**config.mk**
```make
export PLATFORM = sky130hd
export DESIGN_NAME = line_position_pid_steering
export DESIGN_NICKNAME = d
export VERILOG_FILES = /design/src/sv/lpps_pkg.sv /design/src/sv/lpps_div.sv /design/src/sv/line_position_pid_steering.sv
export SDC_FILE = /design/constraint.sdc
export NUM_CORES = 2
export LEC_CHECK = 0
export ABC_AREA = 1
export BUFFER_PORTS_ARGS = -buffer_cell sky130_fd_sc_hd__buf_2
export CAP_MARGIN = 0
export CELL_PAD_IN_SITES_DETAIL_PLACEMENT = 0
export CELL_PAD_IN_SITES_GLOBAL_PLACEMENT = 1
export CORE_MARGIN = 5
export CORE_UTILIZATION = 50
export DETAILED_ROUTE_END_ITERATION = 10
export GPL_TIMING_DRIVEN = 0
export PLACE_DENSITY_LB_ADDON = 0.1
export SLEW_MARGIN = 20
export SYNTH_ARGS = -nofsm -noshare
export SYNTH_HDL_FRONTEND = slang
export SYNTH_SLANG_ARGS = --single-unit
```
**constraint.sdc**
```tcl
create_clock -name clk -period 23.3 [get_ports clk]
set_clock_uncertainty 0.15 [all_clocks]
set_input_delay 1.165 -clock clk [delete_from_list [all_inputs] [get_ports clk]]
set_output_delay 1.165 -clock clk [all_outputs]
set_load 0.02 [all_outputs]
```
**src/sv/lpps_pkg.sv**
```systemverilog
// lpps_pkg: shared constants, widths, codes and types of the line position pid steering block
// used by lpps_div, line_position_pid_steering and lpps_check; depends on nothing

package lpps_pkg;

  // sensor array and scaling
  localparam int SENSOR_COUNT = 8;
  localparam int FULL_SCALE   = 1000;
  localparam int SAMPLE_BITS  = 10;

  // fixed field widths
  localparam int LEVEL_W   = 10;
  localparam int GAIN_W    = 16;
  localparam int BASE_W    = 15;
  localparam int SPEED_W   = 16;
  localparam int POS_W     = 13;
  localparam int DATA_W    = 16;
  localparam int REG_W     = 3;
  localparam int FRAC_BITS = 12;

  // geometry of the track
  localparam int RIGHT_EDGE = FULL_SCALE * (SENSOR_COUNT - 1);
  localparam int CENTRE     = RIGHT_EDGE / 2;

  // raw sample mask
  localparam logic [LEVEL_W-1:0] SMASK = LEVEL_W'((1 << SAMPLE_BITS) - 1);

  // derived widths
  localparam int IDX_W    = $clog2(SENSOR_COUNT);
  localparam int SCALE_W  = $clog2(FULL_SCALE + 1);
  localparam int QPOS_W   = $clog2(RIGHT_EDGE + 1);
  localparam int POSQ_W   = (QPOS_W > POS_W) ? QPOS_W : POS_W;
  localparam int LCMP_W   = (SCALE_W > LEVEL_W) ? SCALE_W : LEVEL_W;
  localparam int TOTAL_W  = $clog2(SENSOR_COUNT * FULL_SCALE + 1);
  localparam int SNUM_MAX = ((1 << LEVEL_W) - 1) * FULL_SCALE;
  localparam int WSUM_MAX = FULL_SCALE * RIGHT_EDGE * SENSOR_COUNT / 2;
  localparam int WSUM_W   = $clog2(WSUM_MAX + 1);
  localparam int NUM_W    = $clog2(((SNUM_MAX > WSUM_MAX) ? SNUM_MAX : WSUM_MAX) + 1);
  localparam int DIV_W    = (TOTAL_W > LEVEL_W) ? TOTAL_W : LEVEL_W;
  localparam int QMAX_W   = (QPOS_W > SCALE_W) ? QPOS_W : SCALE_W;
  localparam int CNT_W    = $clog2(QMAX_W + 1);

  // shared multiplier and pid accumulator
  localparam int MUL_B_W = POSQ_W + 1;
  localparam int PROD_W  = GAIN_W + 1 + MUL_B_W;
  localparam int ACC_W   = PROD_W + 2;
  localparam int CTRL_W  = ACC_W - FRAC_BITS;
  localparam int SUM_W   = CTRL_W + 1;

  // configuration register indexes
  typedef enum logic [REG_W-1:0] {
    REG_BLACK  = 3'd0,
    REG_WHITE  = 3'd1,
    REG_PROP   = 3'd2,
    REG_SUM    = 3'd3,
    REG_DIFF   = 3'd4,
    REG_BASE   = 3'd5,
    REG_ONLINE = 3'd6,
    REG_WEIGHT = 3'd7
  } reg_idx_t;

  // sequencer states
  typedef enum logic [3:0] {
    S_IDLE,
    S_SCALE,
    S_SDIV,
    S_ACC,
    S_WADD,
    S_POS,
    S_PDIV,
    S_ERR,
    S_MP,
    S_MS,
    S_MD,
    S_MA,
    S_CTRL,
    S_OUT
  } state_t;

  // divider command
  typedef struct packed {
    logic start;
    logic wide;
  } div_ctl_t;

endpackage

```
**src/sv/lpps_div.sv**
```systemverilog
// lpps_div: bit-serial restoring divider, one quotient bit per cycle
// depends on lpps_pkg; narrow runs give a scaled sample, wide runs give the line position

module lpps_div (
  input  logic                       clk,
  input  logic                       rst,
  input  lpps_pkg::div_ctl_t         ctl,
  input  logic [lpps_pkg::NUM_W-1:0] numer,
  input  logic [lpps_pkg::DIV_W-1:0] denom,
  output logic                       done,
  output logic [lpps_pkg::QMAX_W-1:0] quot
);
  import lpps_pkg::*;

  logic [DIV_W-1:0] rem;
  logic [DIV_W-1:0] dvs;
  logic [NUM_W-1:0] sr;
  logic [CNT_W-1:0] cnt;
  logic [DIV_W:0]   rem_sh;
  logic [DIV_W:0]   rem_diff;
  logic             ge;

  // one trial subtraction per cycle
  assign rem_sh   = {rem, sr[NUM_W-1]};
  assign rem_diff = rem_sh - {1'b0, dvs};
  assign ge       = (rem_sh >= {1'b0, dvs});

  // step counter and done pulse
  always_ff @(posedge clk) begin
    if (rst) begin
      cnt  <= '0;
      done <= 1'b0;
    end else begin
      done <= 1'b0;
      if (ctl.start) begin
        cnt <= ctl.wide ? CNT_W'(QPOS_W) : CNT_W'(SCALE_W);
      end else if (cnt != '0) begin
        cnt <= cnt - 1'b1;
        if (cnt == CNT_W'(1)) begin
          done <= 1'b1;
        end
      end
    end
  end

  // remainder, numerator shifter and quotient; the top part of the numerator
  // is already below the divisor since the quotient fits the run length
  always_ff @(posedge clk) begin
    if (ctl.start) begin
      dvs  <= denom;
      quot <= '0;
      if (ctl.wide) begin
        rem <= DIV_W'(numer >> QPOS_W);
        sr  <= numer << (NUM_W - QPOS_W);
      end else begin
        rem <= DIV_W'(numer >> SCALE_W);
        sr  <= numer << (NUM_W - SCALE_W);
      end
    end else if (cnt != '0) begin
      rem  <= ge ? rem_diff[DIV_W-1:0] : rem_sh[DIV_W-1:0];
      sr   <= sr << 1;
      quot <= {quot[QMAX_W-2:0], ge};
    end
  end

endmodule

```
**src/sv/line_position_pid_steering.sv**
```systemverilog
// line_position_pid_steering: top level, sensor scaling, line position and pid wheel speeds
// depends on lpps_pkg and lpps_div

// One transaction carries eight raw ground-sensor samples and returns one result: both wheel
// speeds, the line position, the tracking error and the line-seen flag. Items are processed
// one at a time by a small sequencer around a shared bit-serial divider and one 17x14
// multiplier; sample_stall stays high while an item is in work. A sample inside the
// black..white band needs a division that produces 10 quotient bits, a sample out of
// band is clamped without one; the tail needs the 13-bit position division only when the
// weighted average is taken. A new transaction is not taken until the previous item has
// reached its result. The finished result sits in an output register, so the next item is
// taken while the previous result still waits on result_stall. Configuration writes take
// effect at once and are meant for when the block is idle.

module line_position_pid_steering (
  input  logic                               clk,
  input  logic                               rst,
  // configuration
  input  logic                               write_enable,
  input  logic [lpps_pkg::REG_W-1:0]         write_index,
  input  logic [lpps_pkg::DATA_W-1:0]        write_data,
  // sample channel
  input  logic                               sample_valid,
  output logic                               sample_stall,
  input  logic [lpps_pkg::LEVEL_W-1:0]       sample_0,
  input  logic [lpps_pkg::LEVEL_W-1:0]       sample_1,
  input  logic [lpps_pkg::LEVEL_W-1:0]       sample_2,
  input  logic [lpps_pkg::LEVEL_W-1:0]       sample_3,
  input  logic [lpps_pkg::LEVEL_W-1:0]       sample_4,
  input  logic [lpps_pkg::LEVEL_W-1:0]       sample_5,
  input  logic [lpps_pkg::LEVEL_W-1:0]       sample_6,
  input  logic [lpps_pkg::LEVEL_W-1:0]       sample_7,
  // result channel
  output logic                               result_valid,
  input  logic                               result_stall,
  output logic signed [lpps_pkg::SPEED_W-1:0] left_speed,
  output logic signed [lpps_pkg::SPEED_W-1:0] right_speed,
  output logic [lpps_pkg::POS_W-1:0]         line_position,
  output logic signed [lpps_pkg::POS_W-1:0]  track_error,
  output logic                               line_seen
);
  import lpps_pkg::*;

  localparam logic signed [SUM_W-1:0] SPD_MAX = SUM_W'((2 ** (SPEED_W - 1)) - 1);
  localparam logic signed [SUM_W-1:0] SPD_MIN = SUM_W'(-(2 ** (SPEED_W - 1)));

  // configuration registers
  logic [LEVEL_W-1:0] black_level;
  logic [LEVEL_W-1:0] white_level;
  logic [GAIN_W-1:0]  gain_prop;
  logic [GAIN_W-1:0]  gain_sum;
  logic [GAIN_W-1:0]  gain_diff;
  logic [BASE_W-1:0]  base_speed;
  logic [LEVEL_W-1:0] online_level;
  logic [LEVEL_W-1:0] weight_level;

  // sequencer and item state
  state_t             state;
  state_t             state_next;
  logic [LEVEL_W-1:0] samp [SENSOR_COUNT];
  logic [IDX_W-1:0]   idx;
  logic [SCALE_W-1:0] level;
  logic               contrib;
  logic               seen;
  logic               snap_left;
  logic [WSUM_W-1:0]  weighted;
  logic [TOTAL_W-1:0] total;
  logic [POS_W-1:0]   position;
  logic [POS_W-1:0]   held_position;
  logic signed [POS_W-1:0] err;
  logic signed [POS_W-1:0] previous_error;

  // arithmetic
  logic [GAIN_W-1:0]          mul_a;
  logic signed [MUL_B_W-1:0]  mul_b;
  logic signed [PROD_W-1:0]   prod;
  logic signed [ACC_W-1:0]    acc;
  logic signed [ACC_W-1:0]    acc_rnd;
  logic signed [ACC_W-1:0]    acc_adj;
  logic signed [CTRL_W-1:0]   ctrl;
  logic signed [SUM_W-1:0]    base_ext;
  logic signed [SUM_W-1:0]    ctrl_ext;
  logic signed [SUM_W-1:0]    spd_l;
  logic signed [SUM_W-1:0]    spd_r;
  logic signed [SPEED_W-1:0]  base16;
  logic signed [MUL_B_W-1:0]  e_sum;
  logic signed [MUL_B_W-1:0]  e_dif;
  logic [POSQ_W-1:0]          wconst;

  // divider hookup
  div_ctl_t           div_ctl;
  logic [NUM_W-1:0]   numer;
  logic [DIV_W-1:0]   denom;
  logic               div_done;
  logic [QMAX_W-1:0]  quot;

  // misc
  logic [LEVEL_W-1:0] raw;
  logic               degenerate;
  logic               in_band;
  logic               accept;
  logic               out_free;

  lpps_div u_div (
    .clk   (clk),
    .rst   (rst),
    .ctl   (div_ctl),
    .numer (numer),
    .denom (denom),
    .done  (div_done),
    .quot  (quot)
  );

  function automatic logic signed [SPEED_W-1:0] sat16(input logic signed [SUM_W-1:0] v);
    logic signed [SUM_W-1:0] c;
    begin
      if (v > SPD_MAX) begin
        c = SPD_MAX;
      end else if (v < SPD_MIN) begin
        c = SPD_MIN;
      end else begin
        c = v;
      end
      return c[SPEED_W-1:0];
    end
  endfunction

  // handshake
  assign sample_stall = (state != S_IDLE);
  assign accept       = sample_valid && !sample_stall;
  assign out_free     = !result_valid || !result_stall;

  // current sample and its band test
  assign raw        = samp[idx];
  assign degenerate = (white_level <= black_level);
  assign in_band    = !degenerate && (raw > black_level) && (raw < white_level);
  assign wconst     = POSQ_W'(idx) * POSQ_W'(FULL_SCALE);

  // pid operands
  assign e_sum = MUL_B_W'(err) + MUL_B_W'(previous_error);
  assign e_dif = MUL_B_W'(err) - MUL_B_W'(previous_error);

  // truncation toward zero of the q21.12 sum
  assign acc_rnd = acc[ACC_W-1] ? ACC_W'((1 << FRAC_BITS) - 1) : '0;
  assign acc_adj = acc + acc_rnd;

  // wheel speed sums
  assign base_ext = {{(SUM_W - BASE_W){1'b0}}, base_speed};
  assign ctrl_ext = {{(SUM_W - CTRL_W){ctrl[CTRL_W-1]}}, ctrl};
  assign spd_l    = base_ext + ctrl_ext;
  assign spd_r    = base_ext - ctrl_ext;
  assign base16   = {{(SPEED_W - BASE_W){1'b0}}, base_speed};

  // next state, divider command and multiplier operands
  always_comb begin
    state_next = state;
    div_ctl    = '0;
    mul_a      = '0;
    mul_b      = '0;
    if (state == S_POS) begin
      numer = NUM_W'(weighted);
      denom = DIV_W'(total);
    end else begin
      numer = NUM_W'(LEVEL_W'(raw - black_level)) * NUM_W'(FULL_SCALE);
      denom = DIV_W'(LEVEL_W'(white_level - black_level));
    end
    case (state)
      S_IDLE: begin
        if (sample_valid) begin
          state_next = S_SCALE;
        end
      end
      S_SCALE: begin
        if (in_band) begin
          div_ctl.start = 1'b1;
          state_next    = S_SDIV;
        end else begin
          state_next = S_ACC;
        end
      end
      S_SDIV: begin
        if (div_done) begin
          state_next = S_ACC;
        end
      end
      S_ACC: begin
        mul_a      = GAIN_W'(level);
        mul_b      = {1'b0, wconst};
        state_next = S_WADD;
      end
      S_WADD: begin
        state_next = (idx == IDX_W'(SENSOR_COUNT - 1)) ? S_POS : S_SCALE;
      end
      S_POS: begin
        if (seen && (total != '0)) begin
          div_ctl.start = 1'b1;
          div_ctl.wide  = 1'b1;
          state_next    = S_PDIV;
        end else begin
          state_next = S_ERR;
        end
      end
      S_PDIV: begin
        if (div_done) begin
          state_next = S_ERR;
        end
      end
      S_ERR: begin
        state_next = S_MP;
      end
      S_MP: begin
        mul_a      = gain_prop;
        mul_b      = MUL_B_W'(err);
        state_next = S_MS;
      end
      S_MS: begin
        mul_a      = gain_sum;
        mul_b      = e_sum;
        state_next = S_MD;
      end
      S_MD: begin
        mul_a      = gain_diff;
        mul_b      = e_dif;
        state_next = S_MA;
      end
      S_MA: begin
        state_next = S_CTRL;
      end
      S_CTRL: begin
        state_next = S_OUT;
      end
      S_OUT: begin
        if (out_free) begin
          state_next = S_IDLE;
        end
      end
      default: begin
        state_next = S_IDLE;
      end
    endcase
  end

  // state register
  always_ff @(posedge clk) begin
    if (rst) begin
      state <= S_IDLE;
    end else begin
      state <= state_next;
    end
  end

  // configuration, held state and result valid
  always_ff @(posedge clk) begin
    if (rst) begin
      black_level    <= LEVEL_W'(110);
      white_level    <= LEVEL_W'(520);
      gain_prop      <= GAIN_W'(3277);
      gain_sum       <= '0;
      gain_diff      <= GAIN_W'(82);
      base_speed     <= BASE_W'(3500);
      online_level   <= LEVEL_W'(200);
      weight_level   <= LEVEL_W'(50);
      held_position  <= '0;
      previous_error <= '0;
      result_valid   <= 1'b0;
    end else begin
      if (write_enable) begin
        case (reg_idx_t'(write_index))
          REG_BLACK:  black_level  <= write_data[LEVEL_W-1:0];
          REG_WHITE:  white_level  <= write_data[LEVEL_W-1:0];
          REG_PROP:   gain_prop    <= write_data[GAIN_W-1:0];
          REG_SUM:    gain_sum     <= write_data[GAIN_W-1:0];
          REG_DIFF:   gain_diff    <= write_data[GAIN_W-1:0];
          REG_BASE:   base_speed   <= write_data[BASE_W-1:0];
          REG_ONLINE: online_level <= write_data[LEVEL_W-1:0];
          REG_WEIGHT: weight_level <= write_data[LEVEL_W-1:0];
          default: ;
        endcase
      end
      if (state == S_ERR) begin
        held_position <= position;
      end
      if (result_valid && !result_stall) begin
        result_valid <= 1'b0;
      end
      if ((state == S_OUT) && out_free) begin
        previous_error <= err;
        result_valid   <= 1'b1;
      end
    end
  end

  // shared multiplier, registered product
  always_ff @(posedge clk) begin
    prod <= $signed({1'b0, mul_a}) * mul_b;
  end

  // item datapath
  always_ff @(posedge clk) begin
    case (state)
      S_IDLE: begin
        if (accept) begin
          samp[0]  <= sample_0 & SMASK;
          samp[1]  <= sample_1 & SMASK;
          samp[2]  <= sample_2 & SMASK;
          samp[3]  <= sample_3 & SMASK;
          samp[4]  <= sample_4 & SMASK;
          samp[5]  <= sample_5 & SMASK;
          samp[6]  <= sample_6 & SMASK;
          samp[7]  <= sample_7 & SMASK;
          idx      <= '0;
          weighted <= '0;
          total    <= '0;
          seen     <= 1'b0;
        end
      end
      S_SCALE: begin
        // out of band or degenerate levels clamp without a division
        if (!in_band) begin
          level <= (degenerate || (raw <= black_level)) ? '0 : SCALE_W'(FULL_SCALE);
        end
      end
      S_SDIV: begin
        if (div_done) begin
          level <= SCALE_W'(quot);
        end
      end
      S_ACC: begin
        contrib <= (LCMP_W'(level) > LCMP_W'(weight_level));
        if (LCMP_W'(level) > LCMP_W'(online_level)) begin
          seen <= 1'b1;
        end
      end
      S_WADD: begin
        if (contrib) begin
          weighted <= weighted + prod[WSUM_W-1:0];
          total    <= total + TOTAL_W'(level);
        end
        idx <= idx + 1'b1;
      end
      S_POS: begin
        snap_left <= 1'b0;
        if (seen) begin
          // empty average keeps the held position
          position <= held_position;
        end else if (POSQ_W'(held_position) < POSQ_W'(CENTRE)) begin
          position  <= '0;
          snap_left <= 1'b1;
        end else begin
          position <= POS_W'(RIGHT_EDGE);
        end
      end
      S_PDIV: begin
        if (div_done) begin
          position <= POS_W'(quot);
        end
      end
      S_ERR: begin
        err <= position - POS_W'(CENTRE);
      end
      S_MS: begin
        acc <= ACC_W'(prod);
      end
      S_MD: begin
        acc <= acc + ACC_W'(prod);
      end
      S_MA: begin
        acc <= acc + ACC_W'(prod);
      end
      S_CTRL: begin
        ctrl <= acc_adj[ACC_W-1:FRAC_BITS];
      end
      S_OUT: begin
        if (out_free) begin
          line_position <= position;
          track_error   <= err;
          line_seen     <= seen;
          if (seen) begin
            left_speed  <= sat16(spd_l);
            right_speed <= sat16(spd_r);
          end else if (snap_left) begin
            left_speed  <= -base16;
            right_speed <= base16;
          end else begin
            left_speed  <= base16;
            right_speed <= -base16;
          end
        end
      end
      default: ;
    endcase
  end

endmodule

```
==> flow_summary.toml <==
[floorplanning]
core.rowCount = 102
core_um2 = 77700
die_area_um2 = 84300
fp.dieH_um = 290
pin_count = 165
die_x_um = 290
start_util = 0.505

[place]
port_buffers = 161
place_inst = 5995
gp_congestion = 0.942
dpl_cell_area_um2 = 41500
hpwl_um = 95200
place_ws_ns = 14.07

[synthesis]
synth_nets = 5451
seq_area_frac_synth = 0.333
synth_enable_flop_cells = 312
yosysTopAreaCell = "edfxtp_1"
yosys_warnings = 0
netlist_top_cells_area = "edfxtp_1, ha_1, fa_1"
syn_area_um2 = 39300
syn_inst = 4789
synth_top_area_frac = 0.239
synthDistinctLibCells = 73
ys.flop_type = "edfxtp_1"
avgSynthCellArea_um2 = 8.20
synth-async-reset-ratio = 0
synth-seq-cells = 498

[setup_path]
path_buf_inv = 5
setup.worst_path.class = "reg2reg"
ff2ff_path_depth = 35
max_stage_delay_ns = 0.63
crit_required_ns = 23.68
worst-path-max-fanout = 10
crit_top_cell = "nand2_1"
crit_family = "adder cells"
worst_path_max_delay_cell = "fa_1"
worstPathArrival_ns = 9.76
cp-start-kind = "register"
cp.depth = 35
crit_path_end_kind = "register"

[route]
vias_per_cell = 5.40
first_pass_iters = 6
antenna_left = 0
drtIter0Drc = 2668
vias = 32970
drt_wl_total_um = 117000
wire_per_inst_um = 19.2
remaining_drc_errors = 0

[cells_and_area]
layout_common_cells = "nand2_1, inv_1, nor2_1, ha_1, a21oi_1"
final_util = 0.560
finalNonFillerCells = 6100
area_growth_pct = 10.8
stdcell_area_um2 = 43500
final_nets = 5674
final_common_cell = "nand2_1"
drive_above_1_share = 0.0961

[timing]
fin_crit_sh = 0.403
finalSetupTns_ns = 0
slew_viol_final = 0
relSlewSlack = 0.221
hold_viol = 0
grt_setup_unrepaired = "no"
fin_ws_ns = 13.92
tightest_slew_ns = 1.17
period_needed_ns = 9.38
setup_violations = 0
max_clock_freq_mhz = 107

[clock_tree]
clock_latency_ns = 0.65
post_cts_buffers = 0
post_cts_resized = 0
clk_pin_slew_ns = 0.07
cts_tree = "done"
cts_sinks = 498
max-clock-path-buffers = 3
root_buffer = "clkbuf_16"
hold_buffers = 0
h-tree-depth = 2
cts_buffers = 55

[grt]
grt_max_degree = 44
antenna_found_initial = 4
grt_overflow = 0
grtUsageTotal = 0.271
grt_pass1_vias = 31883
grt_first_pass_wirelength_um = 181000

[min_path]
min_path_cells = 2
hold_path_class = "reg2reg"

[power_and_ir_drop]
irDropWorstVdd_uv = 706
leakagePower_nw = 20.3
power_density_nw_per_um2 = 150

[run]
drv_cap = 0

[outcome]
status = "complete, no violations"
## synth_stat cells (73+ instances only)
library cell  number
edfxtp_1         312
ha_1             349
dfxtp_1          186
nand2_1          921
inv_1            720
nor2_1           458
nand3_1          178
xor2_1           101
a21oi_1          335
o21ai_0          320
fa_1             209
clkbuf_1          73
## report_power, final
group	switching, mW	internal, mW
Combinational	2.69	1.72
Sequential	0.0654	1.08
Clock	0.391	0.559
## worst reg2reg max path: cells and delay by family (launching register included)
kind,cells,cell delay (ns)
compound gates,4,0.75
xor+xnor,2,0.31
fa+ha+maj,8,3.92
buf+inv,5,0.73
flops,1,0.41
simple gates,16,2.99
## path summary, 6_finish.rpt
check | startpoint | end | slack [ns]
setup / recovery | state[3] | prod[27] | 13.92
hold / removal | gain_sum[1] | gain_sum[1] | 0.31
setup reg to reg | state[3] | prod[27] | 13.92
hold reg to reg | gain_sum[1] | gain_sum[1] | 0.31
## metrics by stage
stage | hold slack [ns] | power, mW
detailed placement | 0.297 | 5.53
floorplan | 0.275 | 4.57
CTS | 0.307 | 6.53
global route | 0.325 | 7.19
finish | 0.306 | 6.51
global placement | 0.285 | 5.52
## layout make-up
class,instances,area [um^2]
Antenna cell,1,2.50
Sequential cell,498,13100
Clock inverter,40,549
Clock buffer,64,1430
Tap cell,1040,1300
Fill cell,7451,34200
Buffer,123,632
Timing Repair Buffer,166,913
Multi-Input combinational cell,3403,22700
Inverter,765,2880
## metal layers
metal,share of wire,vias up,GRT usage,routed length [um]
li1,-,16222,-,-
met1,0.45,15584,0.384,52900
met2,0.45,1011,0.437,52700
met3,0.073,151,0.0452,8580
met4,0.026,2,0.0690,3100
met5,0.00011,-,0,13
## kinds of logic after synthesis
group / count (synthesis) / share of synthesized area
and+or+nand+nor: 1782 / 0.195
buffers and inverters: 888 / 0.0892
muxes: 1 / 0.000255
AOI/OAI and AO/OA: 913 / 0.132
xor gates and xnor gates: 149 / 0.0334
DFF: 498 / 0.333
adders and majority gates: 558 / 0.218
## flip-flops by register name, summed over array words and instances, names as in the netlist, 16 cells and up, named ones only
signal,count
acc,33
weighted,25
samp,80
ctrl,21
prod,31
gain_diff,16
gain_prop,16
left_speed,16
gain_sum,16
right_speed,16
Power figures use the tool's default switching activity.
